[src/cft_pkg.sv]
// types and constants shared by the delimited-text field tokenizer
// no dependencies
package cft_pkg;

	localparam int unsigned ROW_W  = 16;
	localparam int unsigned CELL_W = 20;
	localparam int unsigned COL_W  = 10;
	localparam int unsigned LEN_W  = 12;
	localparam int unsigned CNT_W  = COL_W + 1;

	localparam logic [2:0] REG_DELIMITER  = 3'd0;
	localparam logic [2:0] REG_QUOTE      = 3'd1;
	localparam logic [2:0] REG_NEWLINE    = 3'd2;
	localparam logic [2:0] REG_FIRST_ROW  = 3'd3;
	localparam logic [2:0] REG_FIRST_CELL = 3'd4;

	localparam logic [7:0] RST_DELIMITER = 8'd44;
	localparam logic [7:0] RST_QUOTE     = 8'd34;
	localparam logic [7:0] RST_NEWLINE   = 8'd10;

	localparam logic CMD_END = 1'b1;

	typedef enum logic [1:0] {
		KIND_DATA      = 2'd0,
		KIND_FIELD_END = 2'd1,
		KIND_ROW_END   = 2'd2,
		KIND_BUF_DONE  = 2'd3
	} kind_t;

	typedef struct packed {
		logic [7:0]        delimiter_char;
		logic [7:0]        quote_char;
		logic [7:0]        newline_char;
		logic [ROW_W-1:0]  first_row;
		logic [CELL_W-1:0] first_cell;
	} cfg_t;

	typedef struct packed {
		logic              in_quote;
		logic [LEN_W-1:0]  field_bytes;
		logic [COL_W-1:0]  fields_in_row;
		logic [ROW_W-1:0]  rows_closed;
		logic [CELL_W-1:0] cells_closed;
	} tok_state_t;

	typedef struct packed {
		kind_t             kind;
		logic [7:0]        data_byte;
		logic [CELL_W-1:0] cell_index;
		logic [ROW_W-1:0]  row_index;
		logic [CNT_W-1:0]  column_count;
		logic [LEN_W-1:0]  field_length;
		logic [ROW_W-1:0]  rows_done;
	} result_t;

endpackage

[src/csv_field_tokenizer_unit.sv]
// delimited-text field tokenizer with quoted sections, top level
// a result word is registered and appears in the cycle after its input word is accepted
// throughput: one input word per cycle; the single output register holds back input only
// while its word waits and the sink is stalled
// reset: arst_n clears tokenizer state and output valid, registers return to defaults
// depends on cft_pkg and cft_step
module csv_field_tokenizer_unit #(
	parameter int unsigned ROW_CAPACITY  = 65536,
	parameter int unsigned MAX_CELLS     = 1048576,
	parameter int unsigned MAX_COLUMNS   = 1024,
	parameter int unsigned MAX_FIELD_LEN = 4096
) (
	input  logic        clk,
	input  logic        arst_n,
	input  logic        psel,
	input  logic        penable,
	input  logic        pwrite,
	input  logic [4:0]  paddr,
	input  logic [31:0] pwdata,
	output logic [31:0] prdata,
	output logic        pready,
	input  logic        s_axis_tvalid,
	output logic        s_axis_tready,
	input  logic [7:0]  s_axis_tdata,   // text_byte
	input  logic [0:0]  s_axis_tuser,   // command
	output logic        m_axis_tvalid,
	input  logic        m_axis_tready,
	// data_byte, cell_index, row_index, column_count, field_length, rows_done, zero pad
	output logic [87:0] m_axis_tdata,
	output logic [1:0]  m_axis_tuser    // kind
);
	import cft_pkg::*;

	localparam int unsigned ROWS_M1  = ROW_CAPACITY - 1;
	localparam int unsigned CELLS_M1 = MAX_CELLS - 1;
	localparam int unsigned COLS_M1  = MAX_COLUMNS - 1;
	localparam int unsigned LEN_M1   = MAX_FIELD_LEN - 1;
	localparam logic [ROW_W-1:0]  LIM_ROWS  = (ROWS_M1 < 65535) ? ROW_W'(ROWS_M1) : '1;
	localparam logic [CELL_W-1:0] LIM_CELLS = (CELLS_M1 < 1048575) ? CELL_W'(CELLS_M1) : '1;
	localparam logic [COL_W-1:0]  LIM_COLS  = (COLS_M1 < 1023) ? COL_W'(COLS_M1) : '1;
	localparam logic [LEN_W-1:0]  LIM_LEN   = (LEN_M1 < 4095) ? LEN_W'(LEN_M1) : '1;

	cfg_t       cfg_q;
	tok_state_t state_q;
	tok_state_t state_nxt;
	result_t    res;
	result_t    res_q;
	logic       emit;
	logic       m_valid_q;
	logic       s_acc;
	logic       cfg_wr;

	assign pready = 1'b1;
	assign cfg_wr = psel && penable && pwrite;

	always_ff @(posedge clk or negedge arst_n) begin
		if (!arst_n) begin
			cfg_q.delimiter_char <= RST_DELIMITER;
			cfg_q.quote_char     <= RST_QUOTE;
			cfg_q.newline_char   <= RST_NEWLINE;
			cfg_q.first_row      <= '0;
			cfg_q.first_cell     <= '0;
		end else if (cfg_wr) begin
			unique case (paddr[4:2])
				REG_DELIMITER:  cfg_q.delimiter_char <= pwdata[7:0];
				REG_QUOTE:      cfg_q.quote_char     <= pwdata[7:0];
				REG_NEWLINE:    cfg_q.newline_char   <= pwdata[7:0];
				REG_FIRST_ROW:  cfg_q.first_row      <= pwdata[ROW_W-1:0];
				REG_FIRST_CELL: cfg_q.first_cell     <= pwdata[CELL_W-1:0];
				default: ;
			endcase
		end
	end

	always_comb begin
		unique case (paddr[4:2])
			REG_DELIMITER:  prdata = {24'd0, cfg_q.delimiter_char};
			REG_QUOTE:      prdata = {24'd0, cfg_q.quote_char};
			REG_NEWLINE:    prdata = {24'd0, cfg_q.newline_char};
			REG_FIRST_ROW:  prdata = {16'd0, cfg_q.first_row};
			REG_FIRST_CELL: prdata = {12'd0, cfg_q.first_cell};
			default:        prdata = '0;
		endcase
	end

	cft_step #(
		.LIM_ROWS  (LIM_ROWS),
		.LIM_CELLS (LIM_CELLS),
		.LIM_COLS  (LIM_COLS),
		.LIM_LEN   (LIM_LEN)
	) u_step (
		.cfg       (cfg_q),
		.cur       (state_q),
		.command   (s_axis_tuser[0]),
		.text_byte (s_axis_tdata),
		.nxt       (state_nxt),
		.emit      (emit),
		.res       (res)
	);

	assign s_axis_tready = !m_valid_q || m_axis_tready;
	assign s_acc         = s_axis_tvalid && s_axis_tready;

	always_ff @(posedge clk or negedge arst_n) begin
		if (!arst_n) begin
			state_q   <= '0;
			m_valid_q <= 1'b0;
		end else begin
			if (s_acc) begin
				state_q <= state_nxt;
			end
			if (s_acc && emit) begin
				m_valid_q <= 1'b1;
			end else if (m_axis_tready) begin
				m_valid_q <= 1'b0;
			end
		end
	end

	// result word, no reset needed
	always_ff @(posedge clk) begin
		if (s_acc && emit) begin
			res_q <= res;
		end
	end

	assign m_axis_tvalid = m_valid_q;
	assign m_axis_tuser  = res_q.kind;
	assign m_axis_tdata  = {5'd0, res_q.rows_done, res_q.field_length, res_q.column_count,
		res_q.row_index, res_q.cell_index, res_q.data_byte};

	a_end_clears: assert property (@(posedge clk) disable iff (!arst_n)
		s_acc && s_axis_tuser[0] == CMD_END |=> state_q == '0)
		else $error("state not cleared after end of buffer");

	a_quote_toggles: assert property (@(posedge clk) disable iff (!arst_n)
		s_acc && s_axis_tuser[0] != CMD_END && s_axis_tdata == cfg_q.quote_char
		|=> state_q.in_quote != $past(state_q.in_quote))
		else $error("quote word did not toggle quote flag");

	a_len_limit: assert property (@(posedge clk) disable iff (!arst_n)
		state_q.field_bytes <= LIM_LEN && state_q.fields_in_row <= LIM_COLS)
		else $error("counter beyond its limit");

	a_ready_when_empty: assert property (@(posedge clk) disable iff (!arst_n)
		!m_valid_q |-> s_axis_tready)
		else $error("input stalled with empty output register");

	a_no_result_on_quote: assert property (@(posedge clk) disable iff (!arst_n)
		!m_valid_q && s_acc && s_axis_tuser[0] != CMD_END
		&& s_axis_tdata == cfg_q.quote_char |=> !m_valid_q)
		else $error("result produced for a quote word");

endmodule

[src/cft_step.sv]
// per-word classification and counter update of the tokenizer
// depends on cft_pkg
module cft_step #(
	parameter logic [15:0] LIM_ROWS  = 16'hFFFF,
	parameter logic [19:0] LIM_CELLS = 20'hFFFFF,
	parameter logic [9:0]  LIM_COLS  = 10'h3FF,
	parameter logic [11:0] LIM_LEN   = 12'hFFF
) (
	input  cft_pkg::cfg_t       cfg,
	input  cft_pkg::tok_state_t cur,
	input  logic                command,
	input  logic [7:0]          text_byte,
	output cft_pkg::tok_state_t nxt,
	output logic                emit,
	output cft_pkg::result_t    res
);
	import cft_pkg::*;

	logic [CELL_W:0]   cell_sum;
	logic [ROW_W:0]    row_sum;
	logic [CELL_W-1:0] cell_idx;
	logic [ROW_W-1:0]  row;
	logic [CNT_W-1:0]  cols;
	logic [ROW_W-1:0]  rows_inc;
	logic [CELL_W-1:0] cells_inc;
	logic [COL_W-1:0]  fields_inc;
	logic [LEN_W-1:0]  len_inc;
	logic              pending;

	always_comb begin
		cell_sum   = {1'b0, cfg.first_cell} + {1'b0, cur.cells_closed};
		row_sum    = {1'b0, cfg.first_row} + {1'b0, cur.rows_closed};
		cell_idx   = cell_sum[CELL_W] ? '1 : cell_sum[CELL_W-1:0];
		row        = row_sum[ROW_W] ? '1 : row_sum[ROW_W-1:0];
		cols       = {1'b0, cur.fields_in_row} + CNT_W'(1);
		rows_inc   = (cur.rows_closed < LIM_ROWS) ? cur.rows_closed + ROW_W'(1) : LIM_ROWS;
		cells_inc  = (cur.cells_closed < LIM_CELLS) ? cur.cells_closed + CELL_W'(1)
			: LIM_CELLS;
		fields_inc = (cur.fields_in_row < LIM_COLS) ? cur.fields_in_row + COL_W'(1)
			: LIM_COLS;
		len_inc    = (cur.field_bytes < LIM_LEN) ? cur.field_bytes + LEN_W'(1) : LIM_LEN;
		pending    = (cur.field_bytes != '0) || (cur.fields_in_row != '0);

		nxt  = cur;
		emit = 1'b1;
		res  = '{kind: KIND_DATA, data_byte: 8'd0, cell_index: cell_idx, row_index: row,
			column_count: '0, field_length: '0, rows_done: cur.rows_closed};

		priority if (command == CMD_END) begin
			res.kind = KIND_BUF_DONE;
			if (pending) begin
				res.column_count = cols;
				res.field_length = cur.field_bytes;
				res.rows_done    = rows_inc;
			end
			nxt = '0;
		end else if (text_byte == cfg.quote_char) begin
			nxt.in_quote = ~cur.in_quote;
			emit         = 1'b0;
		end else if (!cur.in_quote && text_byte == cfg.newline_char) begin
			res.kind          = KIND_ROW_END;
			res.column_count  = cols;
			res.field_length  = cur.field_bytes;
			res.rows_done     = rows_inc;
			nxt.rows_closed   = rows_inc;
			nxt.cells_closed  = cells_inc;
			nxt.field_bytes   = '0;
			nxt.fields_in_row = '0;
		end else if (!cur.in_quote && text_byte == cfg.delimiter_char) begin
			res.kind          = KIND_FIELD_END;
			res.field_length  = cur.field_bytes;
			nxt.cells_closed  = cells_inc;
			nxt.fields_in_row = fields_inc;
			nxt.field_bytes   = '0;
		end else begin
			res.data_byte    = text_byte;
			res.field_length = len_inc;
			nxt.field_bytes  = len_inc;
		end
	end

endmodule
[config.mk]
export PLATFORM = sky130hd
export DESIGN_NAME = csv_field_tokenizer_unit
export DESIGN_NICKNAME = d
export VERILOG_FILES = /design/src/cft_pkg.sv /design/src/csv_field_tokenizer_unit.sv /design/src/cft_step.sv
export SDC_FILE = /design/constraint.sdc
export NUM_CORES = 1
export LEC_CHECK = 0
export BUFFER_PORTS_ARGS = -buffer_cell sky130_fd_sc_hd__buf_2
export CAP_MARGIN = 15
export CORE_UTILIZATION = 55
export DETAILED_ROUTE_END_ITERATION = 10
export PLACE_DENSITY = 0.85
export SKIP_CTS_REPAIR_TIMING = 1
export SYNTH_ARGS = -nofsm -noshare
export SYNTH_HDL_FRONTEND = slang
export SYNTH_SLANG_ARGS = --single-unit
[constraint.sdc]
create_clock -name clk -period 4.7 [get_ports clk]
set_input_delay 1.41 -clock clk [delete_from_list [all_inputs] [get_ports clk]]
set_output_delay 1.41 -clock clk [all_outputs]
set_load 0.01 [all_outputs]
==> key figures, run 1 <==
Outcome
  – Outcome: finished clean

Critical path
  – Data required time at the worst endpoint: 3.29 ns
  – Category of the most critical setup path: in -> out
  – Critical Path Most Common Cell: buf_2
  – CP endpoint: prdata[13]
  – Setup slack of the most critical reg-to-reg path: 1.26 ns
  – Critical R2R Capture: m_axis_tdata[11]
  – Depth of the worst register-to-register path: 8
  – Kind of start point of the critical path: primary input
  – Nature of the critical path endpoint: output pin
  – Worst path slowest cell: nor3b_2
  – List of cells traversed by the critical path: buf_2 > nor3b_2 > buf_4 > a22o_1 > buf_2
  – Worst setup startpoint: paddr[4]
  – Worst EP arrival: 2.66 ns
  – Delay of the slowest cell on the worst path: 0.45 ns
  – Startpoint of the most critical register-to-register path: state_q[0]
  – CP max FO: 9

Yosys
  – Proportion of register bits with asynchronous set or reset after synthesis: 58.5%
  – FF+latch count, synth: 205
  – Distinct cell type count of the synthesized netlist: 75
  – Yosys warning total: 0
  – Proportion of netlist area held by the largest area contributor: 23.7%
  – Post-synth top flop: dfrtp_1
  – Main area contributors after synthesis: dfrtp_1 (24%), edfxtp_1 (21%), mux2_2 (5.7%)
  – Gate Count Post-Synth: 1,171
  – Post-synth design cell area: 12,000 sq um
  – Share of synthesized area occupied by flip-flops and latches: 46.6%
  – Top cells by count, synth: dfrtp_1 (113), nand2_1 (112), edfxtp_1 (85), nor2_1 (74), a21oi_1 (69)
  – Number of synthesized flops with an enable pin: 85
  – Average instance area after synthesis: 10.2 sq um
  – Count leader, synth: dfrtp_1
  – Cell type contributing the most total cell area after synthesis: dfrtp_1

Drt
  – Average wire length per cell after detail routing: 19.4 um
  – Met3 wirelength from detailed routing: 2.29 mm
  – Number of design-rule violations left by the first detailed-router iteration: 883
  – Wirelength, routed: 31.0 mm
  – Met1 wire length: 12.7 mm
  – Total DRC errors in the routed layout: 0
  – Antenna Violating Nets Remaining: 0
  – Top Layer Used: met4
  – Met2 WL: 15.1 mm
  – Via density per instance: 6.36
  – Via total after detailed routing: 10,100
  – Pre-antenna DRT Iters: 6

Global routing
  – Largest net degree at the start of global routing: 66
  – Global-route wire length before repair: 49.5 mm
  – Initial antenna violation count: 0
  – Remaining global-route overflow: 0
  – Global-route usage over all layers: 28.1%
  – Via count of the first global-routing pass: 9,473

Final layout
  – Antenna diodes: 0
  – Layout Area Growth over Synthesis: 14.2%
  – Final-layout fill cell count: 1,691
  – Flip-flop and latch area: 5560 sq um
  – Share of final-layout standard cells stronger than drive strength 1: 22.7%
  – Footprint of the multi-input gates: 6020 sq um
  – NumNets Final: 1,400

Clock tree
  – H-tree levels: 1
  – TritonCTS clock tree: built
  – Clk pin slew, worst setup/hold paths: 0.06 ns
  – Total number of clock tree sinks: 205
  – CTS Root Cell: clkbuf_16
  – Buffer levels on the longest clock path: 3
  – Total clock buffers created by CTS: 23
  – Source-to-sink clock delay at the later pin of the worst-skew pair: 0.52 ns

Placement
  – Count of input and output buffers: 145
  – Pre-CTS WS: 0.620 ns
  – Weighted congestion reported at the end of routability-driven placement: 0.952
  – Dpl hpwl: 22.5 mm

Power and ir drop
  – Clk network pwr share: 37.1%
  – Power per Cell Area: 361 nW/um^2
  – Reported net switching power: 1.41 mW
  – Design internal power: 3.51 mW
  – Switching share of power: 28.7%
  – Part of the power in registers: 45.3%
  – Total leakage power: 6.21 nW
  – Worst-case vdd ir drop: 0.000270 V
  – Share of power burned in combinational logic: 17.6%
  – Post-layout total power: 4.92 mW

Hold path
  – Min-delay worst type: reg -> reg

Timing
  – Sum of negative setup slack: 0 ns
  – Worst setup slack after layout: 0.626 ns
  – Final clock period utilization by the worst path: 86.7%
  – Rel. slew slack: 32.4%
  – Setup repair after global routing missed its margin: no
  – Clock skew: 0.0271 ns
  – Fmax achieved: 0.245 GHz
  – Slew @ Worst Pin: 1.01 ns
  – Final setup violation count: 0
  – Fin. Hold Viols: 0
  – Post-route minimum period: 4.07 ns
  – Max-slew violation count: 0

Floorplan
  – Die footprint: 22,300 sq um
  – Row Count: 53
  – Die H: 149 um
  – Core area: 21,200 sq um
  – Die Width: 149 um
  – Effective utilization at floorplan: 56.5%
  – Io pins: 178

Flow run
  – Maximum Capacitance Violations: 0
cell usage in the layout, fill, tap and decap left out, types with 10 or more instances in the layout:
master	n
a21o_1	39
a21oi_1	69
a22o_1	16
a31oi_1	20
and2_1	19
and3_1	22
buf_2	144
buf_4	20
clkbuf_16	23
conb_1	18
dfrtp_1	113
edfxtp_1	85
ha_1	42
inv_1	16
mux2_2	60
mux2i_1	21
nand2_1	112
nand2b_1	15
nand3_1	52
nand4_1	12
nor2_1	74
nor3_1	17
nor4_1	10
o211ai_1	20
o21ai_0	63
o22ai_1	11
or3_1	12
xnor2_1	18
xor2_1	34
logic make-up after synthesis:
kind of cell,share of synthesized area (%)
multiplexers,7.66
adder cells (fa/ha/maj),4.73
AO/OA/AOI/OAI,18.2
AND/OR/NAND/NOR,15.3
flip-flops,46.6
buffers and inverters,3.66
XOR/XNOR,3.81
other,0.0628
metrics by stage:
stage               cell area (sq um)  hold slack [ns]  util [%]  std cells
floorplan                       12000            0.486         -       1187
finish                          13600            0.545      64.5       1595
global route                    13600            0.565      64.5       1595
CTS                             13600            0.543      64.5       1595
detailed placement              12900            0.529      60.8       1553
global placement                12900            0.511      60.8       1553
cell type report:
class                           instances  area share (%)
Multi-Input combinational cell        892            44.1
Inverter                               17           0.495
Tap cell                              275            2.52
Sequential cell                       205            40.8
Clock inverter                         14            1.13
Timing Repair Buffer                  164            6.38
Clock buffer                           28            4.58
layer usage:
| layer | GRT usage, % | vias up |
|---|---|---|
| li1 | - | 4632 |
| met1 | 37.9 | 4931 |
| met2 | 46.6 | 501 |
| met3 | 3.41 | 74 |
| met4 | 10.3 | 0 |
| met5 | 0 | - |
state kept, by name (all words and copies together) (netlist names):
| register | count |
|---|---|
| m_axis_tdata | 83 |
| m_axis_tvalid | 1 |
| m_axis_tuser | 2 |
| state_q | 59 |
| cfg_q | 60 |
worst min path at each step:
stage                     depth (start not counted)  slack, ns        start     endpoint
after floorplan                                   1       0.49  state_q[16]  state_q[16]
after global placement                            1       0.51  state_q[16]  state_q[16]
after detailed placement                          1       0.53  state_q[16]  state_q[16]
after CTS                                         1       0.54  state_q[16]  state_q[16]
after global routing                              1       0.56    cfg_q[23]    cfg_q[23]
final                                             1       0.54    cfg_q[23]    cfg_q[23]
power groups by stage:
stage / Clock (mW) / Combinational [mW] / Sequential, mW
6_report: 1.83 / 0.866 / 2.23
5_1_grt: 1.93 / 0.951 / 2.25
4_1_cts: 1.86 / 0.863 / 2.23
3_5_place_dp: 0 / 0.853 / 2.26
3_3_place_gp: 0 / 0.833 / 2.25
2_1_floorplan: 0 / 0.551 / 2.25
worst max-delay path, delay by kind of cell:
family	cells	cell delay, ns
and+or+nand+nor	1	0.45
AOI/OAI and AO/OA	1	0.19
buffers and inverters	3	0.61
Power figures use the tool's default switching activity.
==> inputs of run 2 (changes only) <==
Settings changed: CAP_MARGIN 15 to unset, CORE_MARGIN set to 8, CORE_UTILIZATION 55 to 45, PLACE_DENSITY 0.85 to 0.73.
==> run 2 against run 1 <==
  * Sequential power about the same
  * Count of clock-buffer cells in the layout up 2
  * Worst hold slack worse by 0.019 ns
  * Sequential cell count unchanged
  * Combinational power up 1%
  * Via count down 2.2%
  * Die area up 43%
  * First-iteration DRC count up 1.9%
  * Power up 3.9%
  * Clock power up 9.8%
  * Sequential share of layout area down 0.50 points
==> key figures, run 2 (synthesis gave the netlist of run 1 again) <==
Clock tree
  – Source-to-sink clock delay at the later pin of the worst-skew pair: 0.53 ns (about the same)
  – Clk pin slew, worst setup/hold paths: 0.06 ns (about the same)
  – H-tree levels: 1 (unchanged)
  – Buffer levels on the longest clock path: 3 (unchanged)
  – Total number of clock tree sinks: 205 (unchanged)
  – CTS Root Cell: clkbuf_16
  – TritonCTS clock tree: built
  – Total clock buffers created by CTS: 23 (unchanged)

Timing
  – Final setup violation count: 0 (unchanged)
  – Sum of negative setup slack: 0 ns (unchanged)
  – Final clock period utilization by the worst path: 88.3% (+1.6 points)
  – Slew @ Worst Pin: 1.01 ns (-0.000703 ns)
  – Setup repair after global routing missed its margin: no
  – Rel. slew slack: 32.8% (+0.45 points)
  – Worst setup slack after layout: 0.552 ns (-0.0746 ns)
  – Post-route minimum period: 4.15 ns (+0.0746 ns)
  – Fmax achieved: 0.241 GHz (-1.8%)
  – Max-slew violation count: 0 (unchanged)
  – Fin. Hold Viols: 0 (unchanged)
  – Clock skew: 0.0372 ns (+0.0101 ns)

Floorplan
  – Die footprint: 32,000 sq um (+43%)
  – Effective utilization at floorplan: 45.9% (-11 points)
  – Io pins: 178 (unchanged)
  – Row Count: 59 (+11%)
  – Die H: 179 um (+20%)
  – Core area: 26,100 sq um (+23%)
  – Die Width: 179 um (+20%)

Drt
  – Wirelength, routed: 33.1 mm (+6.7%)
  – Via total after detailed routing: 9,914 (-2.2%)
  – Pre-antenna DRT Iters: 5 (-1)
  – Number of design-rule violations left by the first detailed-router iteration: 900 (+1.9%)
  – Average wire length per cell after detail routing: 20.0 um (+2.7%)
  – Total DRC errors in the routed layout: 0 (unchanged)
  – Via density per instance: 5.99 (-5.8%)
  – Antenna Violating Nets Remaining: 0 (unchanged)

Final layout
  – Post-route core utilization: 53.0% (-11 points)
  – Max reg flops: 83 (unchanged)
  – NumNets Final: 1,400 (unchanged)
  – Most frequent cells in the layout: buf_2 (144), dfrtp_1 (113), nand2_1 (112)
  – Most common cell after layout, fill and taps aside: buf_2
  – Area of all placed cells without fillers: 13,800 sq um (+1.2%)
  – Layout Area Growth over Synthesis: 15.6%
  – Share of final-layout standard cells stronger than drive strength 1: 22.7% (-0.076 points)

Power and ir drop
  – Part of the power in registers: 43.7% (-1.6 points)
  – Total leakage power: 6.26 nW (+0.73%)
  – Switching share of power: 27.7% (-0.93 points)
  – Share of power burned in combinational logic: 17.1% (-0.5 points)
  – Power per Cell Area: 370 nW/um^2 (+2.6%)
  – Design internal power: 3.70 mW (+5.2%)
  – Post-layout total power: 5.11 mW (+3.9%)
  – Reported net switching power: 1.42 mW (+0.50%)
  – Clk network pwr share: 39.2% (+2.1 points)
  – Worst-case vdd ir drop: 0.000330 V (+22%)

Global routing
  – Remaining global-route overflow: 0 (unchanged)
  – Largest net degree at the start of global routing: 53 (-20%)
  – Initial antenna violation count: 0 (unchanged)
  – Global-route wire length before repair: 52.1 mm (+5.2%)
  – Via count of the first global-routing pass: 9,503 (+0.32%)
  – Global-route usage over all layers: 20.2% (-7.9 points)

Hold path
  – Min-delay worst type: reg -> reg
  – Hold Crit Depth: 1 (unchanged)
  – Min-Delay Endpoint: state_q[16]
  – Hold Path Origin: state_q[16]

Critical path
  – Nature of the critical path endpoint: output pin
  – Worst EP arrival: 2.74 ns (+0.08 ns)
  – Setup slack of the most critical reg-to-reg path: 1.30 ns (+0.04 ns)
  – Kind of start point of the critical path: primary input
  – Critical R2R Capture: m_axis_tdata[32]
  – Startpoint of the most critical register-to-register path: state_q[20]
  – Depth of the worst register-to-register path: 8 (unchanged)
  – Category of the most critical setup path: in -> out
  – Data required time at the worst endpoint: 3.29 ns (about the same)
  – CP max FO: 13 (+4)

Placement
  – Weighted congestion reported at the end of routability-driven placement: 0.934 (-1.9%)
  – Dpl hpwl: 24.4 mm (+8.4%)
  – Total cell area at the placement stage: 13,000 sq um (+0.65%)
  – Pre-CTS WS: 0.588 ns (-0.0315 ns)
  – Count of input and output buffers: 145 (unchanged)

Flow run
  – Maximum Capacitance Violations: 0 (unchanged)

Outcome
  – Outcome: finished clean
==> run 2: cell type report <==
class / instances / area [sq um]
Multi-Input combinational cell: 892 / 6030
Clock inverter: 12 / 175
Antenna cell: 1 / 2.50
Sequential cell: 205 / 5560
Fill cell: 2349 / 12200
Clock buffer: 30 / 686
Tap cell: 335 / 419
Timing Repair Buffer: 164 / 871
Inverter: 17 / 67.6
==> run 2: power groups by stage <==
stage	sequential, mW	combinational, mW	clock [mW]
floorplan	2.25	0.551	0
CTS	2.23	0.878	2.05
detailed placement	2.26	0.870	0
global route	2.25	0.962	2.12
finish	2.23	0.875	2.01
global placement	2.26	0.855	0
==> run 2: worst max-delay path: stages <==
cell     delay (ns)
buf_2          0.26
nor2b_1        0.53
a21oi_1        0.15
o22ai_1        0.20
buf_2          0.18
==> run 2: worst max path at each step <==
stage / endpoint / cells after the start / start
finish: prdata[2] / 5 / paddr[3]
global route: prdata[2] / 5 / paddr[3]
CTS: prdata[0] / 5 / paddr[3]
detailed placement: prdata[2] / 5 / paddr[3]
global placement: prdata[2] / 5 / paddr[3]
floorplan: state_q[37] / 9 / s_axis_tdata[1]
==> run 2: routing by layer <==
layer	up-vias	track usage (%)	part of all wire, %
met4	0	6.44	2.6
li1	4635	-	-
met1	4860	27.1	43
met2	364	33.4	48
met5	-	0	0
met3	55	2.80	6.5
==> run 2: per-stage QoR <==
step           std cells  hold WS [ns]
6_report            1656         0.526
3_5_place_dp        1613         0.516
4_1_cts             1655         0.530
2_1_floorplan       1187         0.486
3_3_place_gp        1613         0.514
5_1_grt             1655         0.564
==> inputs of run 3 (changes only) <==
Settings changed: CORE_ASPECT_RATIO set to 1.5.
==> run 3 against run 2 <==
  * Clock power down 21%
  * Global-route usage up 0.072 points
  * Worst hold slack better by 0.0046 ns
  * Utilization down 1.4 points
  * Sequential cell count unchanged
  * Critical path depth down 1
  * Die area up 0.34%
  * Combinational power down 2%
  * Critical endpoint unchanged
==> key figures, run 3 (synthesis gave the netlist of run 1 again) <==
Flow run
  – Maximum Capacitance Violations: 0 (unchanged)

Timing
  – Final clock period utilization by the worst path: 84.3% (-3.9 points)
  – Clock skew: 0.0119 ns (-0.0253 ns)
  – Worst setup slack after layout: 0.737 ns (+0.185 ns)
  – Max-slew violation count: 0 (unchanged)
  – Rel. slew slack: 31.1% (-1.8 points)
  – Sum of negative setup slack: 0 ns (unchanged)
  – Hold slack: 0.530 ns (+0.00455 ns)
  – Setup repair after global routing missed its margin: no
  – Fmax achieved: 0.252 GHz (+4.7%)
  – Final setup violation count: 0 (unchanged)
  – Slew @ Worst Pin: 1.03 ns (+0.0201 ns)
  – Post-route minimum period: 3.96 ns (-0.185 ns)
  – Fin. Hold Viols: 0 (unchanged)

Power and ir drop
  – Power per Cell Area: 345 nW/um^2 (-6.7%)
  – Switching share of power: 28.9% (+1.2 points)
  – Worst-case vdd ir drop: 0.000229 V (-31%)
  – Share of power burned in combinational logic: 18.3% (+1.2 points)
  – Post-layout total power: 4.69 mW (-8.2%)
  – Part of the power in registers: 47.7% (+4.0 points)
  – Design internal power: 3.34 mW (-9.7%)
  – Clk network pwr share: 33.9% (-5.3 points)
  – Reported net switching power: 1.36 mW (-4.2%)
  – Total leakage power: 6.16 nW (-1.6%)

Final layout
  – Layout Area Growth over Synthesis: 13.7%
  – NumNets Final: 1,399 (-0.071%)
  – Most common cell after layout, fill and taps aside: buf_2
  – Share of final-layout standard cells stronger than drive strength 1: 22.0% (-0.69 points)
  – Antenna diodes: 0 (-1)
  – Most frequent cells in the layout: buf_2 (144), dfrtp_1 (113), nand2_1 (112)
  – Final instance count without filler cells: 1,653 (-0.18%)
  – Max reg flops: 83 (unchanged)
  – Final-layout fill cell count: 2,401 (+2.2%)

Global routing
  – Grt met3 use: 2.83% (+0.026 points)
  – Largest net degree at the start of global routing: 90 (+70%)
  – Remaining global-route overflow: 0 (unchanged)
  – Initial antenna violation count: 2 (+2)
  – Global-route usage over all layers: 20.3% (+0.072 points)
  – Global-route wire length before repair: 52.7 mm (+1.3%)
  – Via count of the first global-routing pass: 10,000 (+5.7%)
  – Met1 layer usage reported by global route: 21.8% (-5.3 points)
  – Met2 track demand over resource: 37.5% (+4.1 points)
  – Most heavily used metal layer in global routing: met2

Drt
  – Average wire length per cell after detail routing: 19.8 um (-0.91%)
  – Via density per instance: 5.95 (-0.66%)
  – Total DRC errors in the routed layout: 0 (unchanged)
  – Wirelength, routed: 32.7 mm (-1.1%)
  – Via total after detailed routing: 9,831 (-0.84%)
  – Antenna Violating Nets Remaining: 0 (unchanged)
  – Pre-antenna DRT Iters: 5 (unchanged)
  – Number of design-rule violations left by the first detailed-router iteration: 873 (-3.0%)

Placement
  – Count of input and output buffers: 145 (unchanged)
  – Total instance count after detailed placement: 1,616 (+0.19%)
  – Pre-CTS WS: 0.724 ns (+0.136 ns)
  – Dpl hpwl: 24.8 mm (+1.6%)
  – Weighted congestion reported at the end of routability-driven placement: 0.931 (-0.40%)

Outcome
  – Outcome: finished clean

Critical path
  – Worst setup startpoint: paddr[4]
  – Critical Path Most Common Cell: buf_2
  – Category of the most critical setup path: in -> out
  – List of cells traversed by the critical path: buf_2 > nand2b_1 > o22ai_1 > buf_2
  – Delay of the slowest cell on the worst path: 0.38 ns (-0.15 ns)
  – Worst path slowest cell: o22ai_1
  – Kind of start point of the critical path: primary input
  – Nature of the critical path endpoint: output pin
  – Startpoint of the most critical register-to-register path: state_q[20]
  – CP max FO: 13 (unchanged)
  – Worst EP arrival: 2.55 ns (-0.19 ns)
  – Data required time at the worst endpoint: 3.29 ns (about the same)

Clock tree
  – Total clock buffers created by CTS: 21 (-8.7%)
  – Total number of clock tree sinks: 205 (unchanged)
  – TritonCTS clock tree: built
  – H-tree levels: 1 (unchanged)
  – Source-to-sink clock delay at the later pin of the worst-skew pair: 0.50 ns (-0.03 ns)
  – Clk pin slew, worst setup/hold paths: 0.06 ns (about the same)
  – CTS Root Cell: clkbuf_16
  – Buffer levels on the longest clock path: 3 (unchanged)

Floorplan
  – Die H: 216 um (+20%)
  – Core area: 26,300 sq um (+0.95%)
  – Row Count: 73 (+24%)
  – Effective utilization at floorplan: 45.4% (-0.43 points)
  – Io pins: 178 (unchanged)
  – Die Width: 149 um (-17%)
  – Die footprint: 32,100 sq um (+0.34%)

Hold path
  – Hold Path Origin: state_q[16]
  – Min-delay worst type: reg -> reg
run 3: changes by cell type in the layout (fill, tap and decap cells not counted), sizes merged, moves of 3 or more:
cell,delta
clkinv,+5
bufinv,-3
clkbuf,-3
inv,-3
run 3: metal layers:
metal  wire, um  vias up
met3       1690       97
met5         18        -
met2      17400      350
met4       1610        4
met1      12000     4770
li1           -     4610
run 3: path summary, 6_finish.rpt:
kind	to	slack (ns)	cells after the start
worst min register to register	state_q[16]	0.53	1
worst max-delay path	prdata[2]	0.74	4
worst min-delay path	state_q[16]	0.53	1
worst max register to register	m_axis_tdata[32]	1.10	8
min in group asynchronous	state_q[53]	1.02	1
max in group asynchronous	cfg_q[55]	2.70	2
run 3: area by class of cell:
cell class                      count  area [sq um]  area share (%)
Sequential cell                   205          5560            40.9
Clock inverter                     10          76.3           0.562
Timing Repair Buffer              165           891            6.56
Multi-Input combinational cell    892          6010            44.2
Tap cell                          337           422            3.10
Inverter                           17          67.6           0.497
Clock buffer                       27           558            4.11
run 3: critical path: cells and delay by family:
family / cells / cell delay [ns]
buffers and inverters: 2 / 0.41
and+or+nand+nor: 1 / 0.34
AOI/OAI and AO/OA: 1 / 0.38
run 3: power groups by stage:
stage                     clock, mW  combinational, mW  sequential [mW]
after global placement            0              0.850             2.27
final                          1.59              0.860             2.24
after CTS                      1.62              0.872             2.24
after global routing           1.69              0.954             2.26
after detailed placement          0              0.868             2.28
after floorplan                   0              0.551             2.25
run 3: stage by stage:
stage               area [sq um]  util, %
floorplan                  12000        -
global placement           13000     49.2
detailed placement         13000     49.2
CTS                        13600     51.7
global route               13600     51.7
finish                     13600     51.7
